<file path="config.mk">
export PLATFORM = sky130hd
export DESIGN_NAME = rainbow_chase_led_pattern_unit
export DESIGN_NICKNAME = d
export VERILOG_FILES = /design/src/sv/rcl_pkg.sv /design/src/sv/rcl_chain_ram.sv /design/src/sv/rcl_sequencer.sv /design/src/sv/rainbow_chase_led_pattern_unit.sv
export SDC_FILE = /design/constraint.sdc
export NUM_CORES = 2
export LEC_CHECK = 0
export ABC_CLOCK_PERIOD_IN_PS = 6600
export BUFFER_PORTS_ARGS = -buffer_cell sky130_fd_sc_hd__buf_4
export CAP_MARGIN = 20
export CORE_MARGIN = 2
export CORE_UTILIZATION = 54
export DETAILED_ROUTE_END_ITERATION = 8
export GPL_TIMING_DRIVEN = 0
export PLACE_DENSITY = 0.72
export REMOVE_ABC_BUFFERS = 1
export SYNTH_ARGS = -nofsm -noshare
export SYNTH_HDL_FRONTEND = slang
export SYNTH_HIERARCHICAL = 1
export SYNTH_SLANG_ARGS = --single-unit
export TNS_END_PERCENT = 50
</file>
<file path="constraint.sdc">
create_clock -name clk_i -period 6.6 [get_ports clk_i]
set_clock_uncertainty 0.15 [all_clocks]
set_input_delay 1.32 -clock clk_i [delete_from_list [all_inputs] [get_ports clk_i]]
set_output_delay 1.32 -clock clk_i [all_outputs]
set_load 0.05 [all_outputs]
</file>
<file path="src/sv/rcl_pkg.sv">
// ============================================================================
// rcl_pkg
// Shared types, constants and helpers for the rainbow chase LED pattern unit.
// ============================================================================
package rcl_pkg;

  // String geometry and divider range
  localparam int LED_COUNT  = 64;
  localparam int SPEED_MAX  = 15;
  localparam int HEAD_W     = (LED_COUNT > 1) ? $clog2(LED_COUNT) : 1;
  localparam int IDX_W      = 6;
  localparam int SUM_W      = ((HEAD_W > IDX_W) ? HEAD_W : IDX_W) + 1;
  localparam int CH_W       = 8;
  localparam int DIV_W      = 5;
  localparam int SPEED_W    = 4;
  localparam int FADE_W     = 3;
  localparam int CMD_W      = 2;
  localparam int CFG_IDX_W  = 1;
  localparam int CFG_DATA_W = 4;

  localparam logic [CH_W-1:0] TOP_LEVEL = 8'd240;

  // Register reset values
  localparam logic [SPEED_W-1:0] SPEED_RST = 4'd15;
  localparam logic [FADE_W-1:0]  FADE_RST  = 3'd4;

  typedef enum logic [CMD_W-1:0] {
    CMD_TICK    = 2'd0,
    CMD_RESTART = 2'd1,
    CMD_READ    = 2'd2,
    CMD_NONE    = 2'd3
  } cmd_e;

  typedef enum logic [CFG_IDX_W-1:0] {
    REG_SPEED = 1'b0,
    REG_FADE  = 1'b1
  } reg_e;

  // Sequencer phases; code 7 is unreachable
  typedef enum logic [2:0] {
    PH_RED_UP  = 3'd0,
    PH_GRN_UP  = 3'd1,
    PH_RED_DN  = 3'd2,
    PH_BLU_UP  = 3'd3,
    PH_GRN_DN  = 3'd4,
    PH_RED_UP2 = 3'd5,
    PH_BLU_DN  = 3'd6
  } phase_e;

  typedef enum logic [1:0] {
    CH_RED   = 2'd0,
    CH_GREEN = 2'd1,
    CH_BLUE  = 2'd2
  } chan_e;

  typedef struct packed {
    logic [CMD_W-1:0] command;
    logic [IDX_W-1:0] pixel_index;
  } in_t;

  typedef struct packed {
    logic [CH_W-1:0] red;
    logic [CH_W-1:0] green;
    logic [CH_W-1:0] blue;
    logic            advanced;
  } out_t;

  typedef struct packed {
    logic [CH_W-1:0] red;
    logic [CH_W-1:0] green;
    logic [CH_W-1:0] blue;
  } pix_t;

  typedef struct packed {
    logic [SPEED_W-1:0] speed;
    logic [FADE_W-1:0]  fade_select;
  } cfg_t;

  // Sequencer to datapath: advance flag, write slot and head colour
  typedef struct packed {
    logic              advance;
    logic [HEAD_W-1:0] waddr;
    pix_t              colour;
  } seq_t;

  function automatic logic [CH_W-1:0] fade_step(input logic [FADE_W-1:0] sel);
    logic [CH_W-1:0] step;
    case (sel)
      3'd0:    step = 8'd10;
      3'd1:    step = 8'd20;
      3'd2:    step = 8'd40;
      3'd3:    step = 8'd60;
      default: step = 8'd80;
    endcase
    return step;
  endfunction

endpackage

</file>
<file path="src/sv/rcl_chain_ram.sv">
// ============================================================================
// rcl_chain_ram
// Pixel chain ring storage: one write port, one registered read port, and a
// valid bit per slot so a restart empties the whole chain at once.
// ============================================================================
module rcl_chain_ram
  import rcl_pkg::*;
(
  input  logic              clk_i,
  input  logic              rst_ni,
  input  logic              we_i,
  input  logic [HEAD_W-1:0] waddr_i,
  input  pix_t              wdata_i,
  input  logic              clr_i,
  input  logic              re_i,
  input  logic [HEAD_W-1:0] raddr_i,
  output pix_t              rdata_o
);

  pix_t                 mem [LED_COUNT];
  pix_t                 rdata_q;
  logic [LED_COUNT-1:0] vld_q;
  logic                 rvld_q;

  // Data array, read data registered
  always_ff @(posedge clk_i) begin
    if (we_i) begin
      mem[waddr_i] <= wdata_i;
    end
    if (re_i) begin
      rdata_q <= mem[raddr_i];
    end
  end

  // Slot valid bits; an empty slot reads as black
  always_ff @(posedge clk_i or negedge rst_ni) begin
    if (!rst_ni) begin
      vld_q  <= '0;
      rvld_q <= 1'b0;
    end else begin
      if (clr_i) begin
        vld_q <= '0;
      end else if (we_i) begin
        vld_q[waddr_i] <= 1'b1;
      end
      if (re_i) begin
        rvld_q <= vld_q[raddr_i];
      end
    end
  end

  assign rdata_o = rvld_q ? rdata_q : '0;

endmodule

</file>
<file path="src/sv/rcl_sequencer.sv">
// ============================================================================
// rcl_sequencer
// Speed divider, seven-phase colour ramp and ring head pointer. Computes the
// outcome of a tick combinationally and commits it when the tick is taken.
// ============================================================================
module rcl_sequencer
  import rcl_pkg::*;
(
  input  logic              clk_i,
  input  logic              rst_ni,
  input  logic              tick_i,
  input  logic              restart_i,
  input  cfg_t              cfg_i,
  output seq_t              seq_o,
  output logic [HEAD_W-1:0] head_o
);

  logic [DIV_W-1:0]  div_q;
  phase_e            phase_q, phase_d;
  pix_t              col_q, col_d;
  logic [HEAD_W-1:0] head_q, head_dec;

  logic [DIV_W-1:0]  limit;
  logic [DIV_W:0]    cnt;
  logic              advance;

  logic [CH_W-1:0]   step, ch, new_ch;
  logic [CH_W:0]     up_sum;
  logic              up, at_end, ph_ok;
  chan_e             sel;
  phase_e            ph_nxt;

  // Divider threshold; a speed above the maximum advances on every tick
  always_comb begin
    if (int'(cfg_i.speed) <= SPEED_MAX) begin
      limit = DIV_W'(SPEED_MAX - int'(cfg_i.speed));
    end else begin
      limit = '0;
    end
    cnt     = {1'b0, div_q} + 1'b1;
    advance = cnt > {1'b0, limit};
  end

  // Phase decode: which channel moves, which way, and the following phase
  always_comb begin
    sel    = CH_RED;
    up     = 1'b1;
    ph_nxt = phase_q;
    ph_ok  = 1'b1;
    case (phase_q)
      PH_RED_UP: begin
        sel = CH_RED;   up = 1'b1; ph_nxt = PH_GRN_UP;
      end
      PH_GRN_UP: begin
        sel = CH_GREEN; up = 1'b1; ph_nxt = PH_RED_DN;
      end
      PH_RED_DN: begin
        sel = CH_RED;   up = 1'b0; ph_nxt = PH_BLU_UP;
      end
      PH_BLU_UP: begin
        sel = CH_BLUE;  up = 1'b1; ph_nxt = PH_GRN_DN;
      end
      PH_GRN_DN: begin
        sel = CH_GREEN; up = 1'b0; ph_nxt = PH_RED_UP2;
      end
      PH_RED_UP2: begin
        sel = CH_RED;   up = 1'b1; ph_nxt = PH_BLU_DN;
      end
      PH_BLU_DN: begin
        sel = CH_BLUE;  up = 1'b0; ph_nxt = PH_GRN_UP;
      end
      default: begin
        ph_ok = 1'b0;
      end
    endcase
  end

  // Ramp one channel with clamping at both ends
  always_comb begin
    step = fade_step(cfg_i.fade_select);
    case (sel)
      CH_RED:   ch = col_q.red;
      CH_GREEN: ch = col_q.green;
      CH_BLUE:  ch = col_q.blue;
      default:  ch = col_q.red;
    endcase
    up_sum = {1'b0, ch} + {1'b0, step};
    if (up) begin
      at_end = ch >= TOP_LEVEL;
      new_ch = (up_sum > {1'b0, TOP_LEVEL}) ? TOP_LEVEL : up_sum[CH_W-1:0];
    end else begin
      at_end = ch == '0;
      new_ch = (ch > step) ? ch - step : '0;
    end
  end

  // Colour and phase after an advance
  always_comb begin
    col_d   = col_q;
    phase_d = phase_q;
    if (ph_ok) begin
      if (at_end) begin
        phase_d = ph_nxt;
      end else begin
        case (sel)
          CH_RED:   col_d.red   = new_ch;
          CH_GREEN: col_d.green = new_ch;
          CH_BLUE:  col_d.blue  = new_ch;
          default:  col_d       = col_q;
        endcase
      end
    end
  end

  // Ring head moves one slot back on each advance
  assign head_dec = (head_q == '0) ? HEAD_W'(LED_COUNT - 1) : head_q - 1'b1;

  always_ff @(posedge clk_i or negedge rst_ni) begin
    if (!rst_ni) begin
      div_q   <= '0;
      phase_q <= PH_RED_UP;
      col_q   <= '0;
      head_q  <= '0;
    end else if (restart_i) begin
      div_q   <= '0;
      phase_q <= PH_RED_UP;
      col_q   <= '0;
      head_q  <= '0;
    end else if (tick_i) begin
      if (advance) begin
        div_q   <= '0;
        phase_q <= phase_d;
        col_q   <= col_d;
        head_q  <= head_dec;
      end else begin
        div_q   <= cnt[DIV_W-1:0];
      end
    end
  end

  // The head slot always holds the current colour
  assign seq_o.advance = advance;
  assign seq_o.waddr   = head_dec;
  assign seq_o.colour  = advance ? col_d : col_q;
  assign head_o        = head_q;

endmodule

</file>
<file path="src/sv/rainbow_chase_led_pattern_unit.sv">
// ============================================================================
// rainbow_chase_led_pattern_unit
// Rainbow chase generator for an addressable LED string: ticks, restarts and
// pixel reads in, one colour transaction out for each transaction in.
// ============================================================================
//
//  channel | dir | handshake                   | payload
//  --------+-----+-----------------------------+---------------------------
//  in      | in  | in_valid_i / in_ready_o     | in_data_i  (command, index)
//  out     | out | out_valid_o / out_ready_i   | out_data_o (r, g, b, adv)
//  cfg     | in  | cfg_we_i, no wait           | cfg_idx_i, cfg_data_i
//
//  One transaction per cycle while out_ready_i is high; input passes the
//  registered read port of the chain memory, then the output register.
//  Ticks and restarts commit their state in the cycle they are taken; a read
//  sees every earlier write, so no forwarding is needed.
//  Restart and reset empty the chain at once through per-slot valid bits.
//  With out_ready_i low, one transaction waits in the output register and one
//  more in the read stage before in_ready_o drops.
//
module rainbow_chase_led_pattern_unit
  import rcl_pkg::*;
(
  input  logic                  clk_i,
  input  logic                  rst_ni,
  input  logic                  in_valid_i,
  output logic                  in_ready_o,
  input  in_t                   in_data_i,
  output logic                  out_valid_o,
  input  logic                  out_ready_i,
  output out_t                  out_data_o,
  input  logic                  cfg_we_i,
  input  logic [CFG_IDX_W-1:0]  cfg_idx_i,
  input  logic [CFG_DATA_W-1:0] cfg_data_i
);

  cfg_t              cfg_q;
  logic              in_acc, tick, restart, rd, idx_ok, re;
  cmd_e              cmd;
  seq_t              seq;
  logic [HEAD_W-1:0] head, raddr;
  logic [SUM_W-1:0]  sum, wrapped;
  pix_t              ram_rdata;

  logic              s1_valid_q, s1_mem_q, s1_adv_q, s1_move;
  pix_t              s1_pix_q;
  logic              out_valid_q;
  out_t              out_q;

  // Configuration registers
  always_ff @(posedge clk_i or negedge rst_ni) begin
    if (!rst_ni) begin
      cfg_q.speed       <= SPEED_RST;
      cfg_q.fade_select <= FADE_RST;
    end else if (cfg_we_i) begin
      case (reg_e'(cfg_idx_i))
        REG_SPEED: cfg_q.speed       <= cfg_data_i[SPEED_W-1:0];
        REG_FADE:  cfg_q.fade_select <= cfg_data_i[FADE_W-1:0];
        default:   cfg_q             <= cfg_q;
      endcase
    end
  end

  // Command decode
  assign in_acc  = in_valid_i && in_ready_o;
  assign cmd     = cmd_e'(in_data_i.command);
  assign tick    = in_acc && (cmd == CMD_TICK);
  assign restart = in_acc && (cmd == CMD_RESTART);
  assign rd      = in_acc && (cmd == CMD_READ);

  // Read address: ring position head + index
  assign idx_ok  = SUM_W'(in_data_i.pixel_index) < SUM_W'(LED_COUNT);
  assign sum     = SUM_W'(head) + SUM_W'(in_data_i.pixel_index);
  assign wrapped = (sum >= SUM_W'(LED_COUNT)) ? sum - SUM_W'(LED_COUNT) : sum;
  assign raddr   = wrapped[HEAD_W-1:0];
  assign re      = rd && idx_ok;

  rcl_sequencer u_seq (
    .clk_i     (clk_i),
    .rst_ni    (rst_ni),
    .tick_i    (tick),
    .restart_i (restart),
    .cfg_i     (cfg_q),
    .seq_o     (seq),
    .head_o    (head)
  );

  rcl_chain_ram u_ram (
    .clk_i   (clk_i),
    .rst_ni  (rst_ni),
    .we_i    (tick && seq.advance),
    .waddr_i (seq.waddr),
    .wdata_i (seq.colour),
    .clr_i   (restart),
    .re_i    (re),
    .raddr_i (raddr),
    .rdata_o (ram_rdata)
  );

  // Pipeline flow: read stage feeds the output register
  assign s1_move    = s1_valid_q && (!out_valid_q || out_ready_i);
  assign in_ready_o = !s1_valid_q || s1_move;

  always_ff @(posedge clk_i or negedge rst_ni) begin
    if (!rst_ni) begin
      s1_valid_q  <= 1'b0;
      out_valid_q <= 1'b0;
    end else begin
      if (in_acc) begin
        s1_valid_q <= 1'b1;
      end else if (s1_move) begin
        s1_valid_q <= 1'b0;
      end
      if (s1_move) begin
        out_valid_q <= 1'b1;
      end else if (out_ready_i) begin
        out_valid_q <= 1'b0;
      end
    end
  end

  // Read stage payload
  always_ff @(posedge clk_i) begin
    if (in_acc) begin
      s1_mem_q <= re;
      s1_adv_q <= tick && seq.advance;
      s1_pix_q <= tick ? seq.colour : '0;
    end
  end

  // Output register payload
  always_ff @(posedge clk_i) begin
    if (s1_move) begin
      if (s1_mem_q) begin
        out_q.red   <= ram_rdata.red;
        out_q.green <= ram_rdata.green;
        out_q.blue  <= ram_rdata.blue;
      end else begin
        out_q.red   <= s1_pix_q.red;
        out_q.green <= s1_pix_q.green;
        out_q.blue  <= s1_pix_q.blue;
      end
      out_q.advanced <= s1_adv_q;
    end
  end

  assign out_valid_o = out_valid_q;
  assign out_data_o  = out_q;

endmodule

</file>
; Yosys cells after proc, flatten, opt, wreduce, memory -nomap -nowiden
; Memory sizes are Yosys's and may differ from the RTL's. A register that Yosys moved wholly into a read port is not among the register bits.
; Index checks and enable logic that the tools add are counted.
[word_totals]
register_bits = 163
ramBits = 1536
in_bits = 18
wordCells = 130
mem_count = 1
[classes]
add_sub_neg = 7
order_cmp = 8
eq_ne = 13
n_mux = 44
bitwise = 2
n_reduce_logical = 34
[memory_table]
columns = name, words, width, rd, rd_clocked_by_memory_dff, wr, line
row1 = u_ram.mem, 64, 24, 1, 1, 1, rcl_chain_ram.sv:20  ; pix_t mem [LED_COUNT];
[ops]
columns = cell, count
row1 = 24-bit two-way mux, 7
row2 = 64-bit two-way mux, 2
row3 = 64-bit OR, 1
row4 = 8-bit two-way mux, 6
row5 = 6-bit two-way mux, 5
row6 = 7-bit one-hot mux with 4 select lines, 1
row7 = 3-bit one-hot mux with 6 select lines, 1
row8 = 8-bit one-hot mux with 2 select lines, 1
row9 = 3-bit two-way mux, 5
row10 = 5-bit two-way mux, 3
row11 = 6-bit by 7-bit less-than comparator with 1-bit output (second input constant), 2
row12 = 2-bit nonzero test, 7
row13 = 3-bit by 2-bit equality test with 1-bit output (second input constant), 4
row14 = 6-bit by 1-bit subtractor with 6-bit output (second input constant), 2
row15 = 1-bit two-way mux, 10
row16 = 8-bit by 7-bit adder with 9-bit output, 1
row17 = 3-bit equality test (second input constant), 3
row18 = 9-bit by 8-bit greater-than comparator with 1-bit output (second input constant), 1
row19 = 8-bit >= comparator (second input constant), 1
row20 = 8-bit by 7-bit greater-than comparator with 1-bit output, 1
row21 = 8-bit zero test, 1
row22 = 8-bit by 7-bit subtractor with 8-bit output, 1
row23 = 6-bit by 6-bit adder with 7-bit output, 1
row24 = 7-bit >= comparator (second input constant), 1
row25 = other kinds (23), 40

; Depth between registers and ports, before layout
[logic_depth]
depth_word = 15
mapped_depth = 20
mapped_depth_nobuf = 18

; Cells and area by module
; Netlist, hierarchy kept.
[modules_own_cells]
columns = module, n_inst, cells_per_inst, area_per_inst_um2, seq_area_each_um2
row1 = rcl_chain_ram, 1, 2626, 61944.4, 48471.5
row2 = rcl_sequencer, 1, 420, 3299.4, 950.9
row3 = rainbow_chase_led_pattern_unit, 1, 152, 2583.7, 1762.9

; Worst setup path after synthesis
; No wires, ideal clock.
[synth_timing]
kind = register to register
start = register u_seq.phase_q[0]
end = memory u_ram/mem[0][0] (netlist name), data pin
setup_time_ps = 727
t_arrival_ps = 6337
slack_ps = -614
path_stages_with_launch = 19
period_less_slack_ps = 7214
cell_sequence = dfrtp_1 -> buf_6 -> xor2_1 -> and2_1 -> ha_1 -> buf_2 -> buf_2 -> a221oi_1 -> a21oi_1 -> ha_1 -> inv_1 -> fa_1 -> nand2b_1 -> a21oi_1 -> a221oi_1 -> xor2_1 -> o21ai_1 -> a21o_1 -> o31ai_1
[synth_rtl]
columns = item, line
row1 = start: declaration, rcl_sequencer.sv:19  ; phase_e phase_q, phase_d;
row2 = start signal: assignment, rcl_sequencer.sv:132  ; phase_q <= phase_d;
row3 = end: declaration, rcl_chain_ram.sv:20

==> impl_metrics.csv <==
group,metric,value,unit
placed_design,dp.cells,4871,
worst_setup_path,crit_slowest_cell,"o21ai_4",
cells_and_area,final_common_cell,"edfxtp_1",
placed_design,dpl.hpwl,106,mm
yosys,synthCells,3198,
global_route,grt-ovfl-total,0,
clock_tree,insertion_delay,0.80,ns
worst_setup_path,cp_slowest_stage_delay,0.93,ns
clock_tree,cts_buffer_depth,3,
global_route,grt_pass1_vias,35200,
cells_and_area,register_area,0.0512,sq mm
placed_design,io_buffers,44,
timing,maxSlewHeadroom,23.2,%
yosys,yosysTopAreaCellShare,71.3,%
floorplanning,rows,130,
timing,finalWorstSetupSlack,0.349,ns
timing,hold_viol,0,
yosys,yosysWarningCount,6,
global_route,grt_antenna_before_repair,1,
yosys,synth-edff-count,1611,
cells_and_area,final_area,0.0787,sq mm
clock_tree,cts_setup_buffers,0,
clock_tree,numClockSinks,1723,
power_and_ir_drop,ir_worst_vdd,306,uV
flow_run,max_cap_violations,0,
floorplanning,die_h,358,microns
drt,drt_wl_total,175,mm
hold_path,hold_class,"input port to async pin",
yosys,ys_seq_area_share,75.5,%
floorplanning,die-area,0.128,sq mm
timing,fmax,160,MHz
floorplanning,core_area,0.125,sq mm
worst_setup_path,cp-end-kind,"flop",
floorplanning,initial_utilization,54.2,%
yosys,post_synth_instance_area,0.0678,sq mm
timing,grt_setup_unrepaired,"false",
worst_setup_path,crit_chain,"xor2_1 > and2_1 > inv_1 > ha_1 > a22oi_1 > o21ai_1 > inv_1 > fa_1 > nand2b_1 > a21oi_1 > a221oi_1 > xor2_1 > o21ai_1 > o22a_1 > o21ai_4 > buf_16 > and2_1",
worst_setup_path,rrSetupSlack,0.35,ns
timing,setup_viol,0,
yosys,avgSynthCellArea,21.2,sq um
timing,tightest_slew,1.15,ns
global_route,grt.total_usage,27.5,%
timing,period_needed,6.25,ns
worst_setup_path,cp_data_arrival_time,6.77,ns
clock_tree,cts-root-buf,"clkbuf_16",
cells_and_area,multiInputGateArea,0.0165,sq mm
worst_setup_path,crit_buf_inv,3,
clock_tree,cts_max_level,4,
global_route,grt_max_degree,98,
worst_setup_path,worstSetupStartpointType,"flop",
cells_and_area,stdcell_count,5172,
worst_setup_path,crit_type,"flop to flop",
yosys,async_flop_share,6.50,%
worst_setup_path,r2r-end,"s1_pix_q[10]$_SDFFCE_PN0P_",
yosys,yosys-top-cells-area,"edfxtp_1, mux4_2, dfrtp_1, nor2_1, mux2_2",
placed_design,routabilityCongestion,0.850,
yosys,yosysTopAreaCell,"edfxtp_1",
cells_and_area,layout-drive-gt1-share,30.7,%
drt,drc,0,
worst_setup_path,crit_fanout,33,
clock_tree,clk_pin_slew,0.06,ns
drt,vias_per_cell,6.64,
global_route,grt_pass1_wl,248,mm
drt,via_count,34300,
yosys,synth_cell_type_count,72,
placed_design,place_area,0.0734,sq mm
cells_and_area,nFillCells,7810,
clock_tree,cts_tree,"yes",
yosys,ys.flop_type,"edfxtp_1",
timing,drv_slew,0,
floorplanning,ios,45,
timing,timing.final.crit_share,94.7,%
placed_design,preCtsSetupSlack,0.257,ns
power_and_ir_drop,powerDensity,369,mW/mm^2
worst_setup_path,r2r_start,"u_seq/phase_q[0]$_DFFE_PN0P_",
run_status,outcome,"finished clean",
worst_setup_path,path_delay_family,"compound AO/OA/AOI/OAI gates",
yosys,synth_seq_cells,1723,
clock_tree,numCtsBuffers,164,
cells_and_area,synthToLayoutAreaGrowth,16.0,%
floorplanning,die_w,358,microns
drt,wl_per_cell,33.7,microns
drt,firstDrtPassIters,9,
cells_and_area,nets,3438,
drt,ant_nets,0,
power_and_ir_drop,p_leak,26.2,nW
worst_setup_path,cp.required,7.12,ns
drt,drtIter0Drc,4729,
worst_setup_path,r2r_cells,17,
cells_and_area,final_cell_mix,"edfxtp_1, mux4_2, nor2_1",
## logic make-up (layout without fill, tap and decap cells)
logic type / Yosys count / after routing / share of synthesized area [%]
AND/OR/NAND/NOR: 467 / 467 / 3.17
AO/OA/AOI/OAI: 199 / 200 / 1.98
other: 0 / 1 / 0
flip-flops: 1723 / 1723 / 75.5
buffers and inverters: 216 / 538 / 1.42
multiplexers: 546 / 546 / 17.2
adder cells (fa/ha/maj): 30 / 30 / 0.587
XOR/XNOR: 17 / 17 / 0.220
## registers in the layout, indices dropped and copies added, names as in the netlist, 3 cells and up
register / cells
cfg_q: 7
u_ram/rdata_q: 24
u_seq/div_q: 5
u_seq/col_q: 24
out_data_o: 25
u_ram/vld_q: 64
u_ram/mem: 1536
u_seq/phase_q: 3
s1_pix_q: 24
u_seq/head_o: 6
## repair_timing
action	CTS	global route
endpoints found under the setup margin	0	49
hold buffers	0	0
gates resized for setup	0	4
## synth_stat cells (10+ instances only)
cell and instances:
edfxtp_1 1611, mux4_2 489, nor2_1 234, dfrtp_1 107, clkbuf_1 82, nand2_1 77
buf_2 59, and2_1 53, o22ai_1 50, inv_1 38, mux2_2 32, nand3_1 31
a21oi_1 30, ha_1 27, a22oi_1 24, buf_1 24, mux2i_1 22, o21ai_1 22
nor3_1 13, nor2b_1 12, nand2b_1 10, o21ai_0 10, xnor2_1 10
## routing by layer
| metal | GRT usage (%) | routed length (microns) | share of wire [%] | vias to the layer above |
|---|---|---|---|---|
| met5 | 0 | 0 | 0 | - |
| met1 | 36.5 | 61900 | 35 | 18200 |
| met2 | 45.3 | 88200 | 51 | 2180 |
| li1 | - | - | - | 13600 |
| met4 | 10.3 | 6770 | 3.9 | 0 |
| met3 | 5.97 | 17600 | 10 | 365 |
## worst max path at each step
stage,startpoint,to,cells after the start
3_5_place_dp,u_seq/phase_q[0]$_DFFE_PN0P_,s1_pix_q[5]$_SDFFCE_PN0P_,17
4_1_cts,u_seq/phase_q[0]$_DFFE_PN0P_,s1_pix_q[1]$_SDFFCE_PN0P_,17
6_report,u_seq/phase_q[0]$_DFFE_PN0P_,s1_pix_q[10]$_SDFFCE_PN0P_,17
3_3_place_gp,in_data_i[0],u_ram/rvld_q$_DFFE_PN0P_,6
5_1_grt,u_seq/phase_q[0]$_DFFE_PN0P_,s1_pix_q[10]$_SDFFCE_PN0P_,18
2_1_floorplan,in_data_i[0],u_ram/rvld_q$_DFFE_PN0P_,5
## cell type report
type,count,area share [%]
diodes,1,0.00318
clock buffers,203,5.53
flip-flops and latches,1723,65.0
repair buffers,202,4.51
multi-input cells,1260,21.0
inverters,39,0.186
well taps,1650,2.62
clock inverters,94,1.15
## stage by stage
| step | util (%) | setup TNS [ns] | power, mW | hold slack, ns |
|---|---|---|---|---|
| floorplan | - | -492.14 | 18.0 | 0.250 |
| global placement | 55.5 | -5514.20 | 18.8 | 0.269 |
| detailed placement | 58.7 | 0 | 19.8 | 0.264 |
| CTS | 62.9 | 0 | 29.1 | 0.175 |
| global route | 62.9 | 0 | 29.8 | 0.193 |
| finish | 62.9 | 0 | 29.1 | 0.217 |
## where the power goes
part | switching [mW] | internal [mW] | leakage [nW]
Sequential | 0.0845 | 12.2 | 17.0
Clock | 4.01 | 5.28 | 2.57
Combinational | 4.40 | 3.05 | 6.63
(Power assumes the default switching activity.)
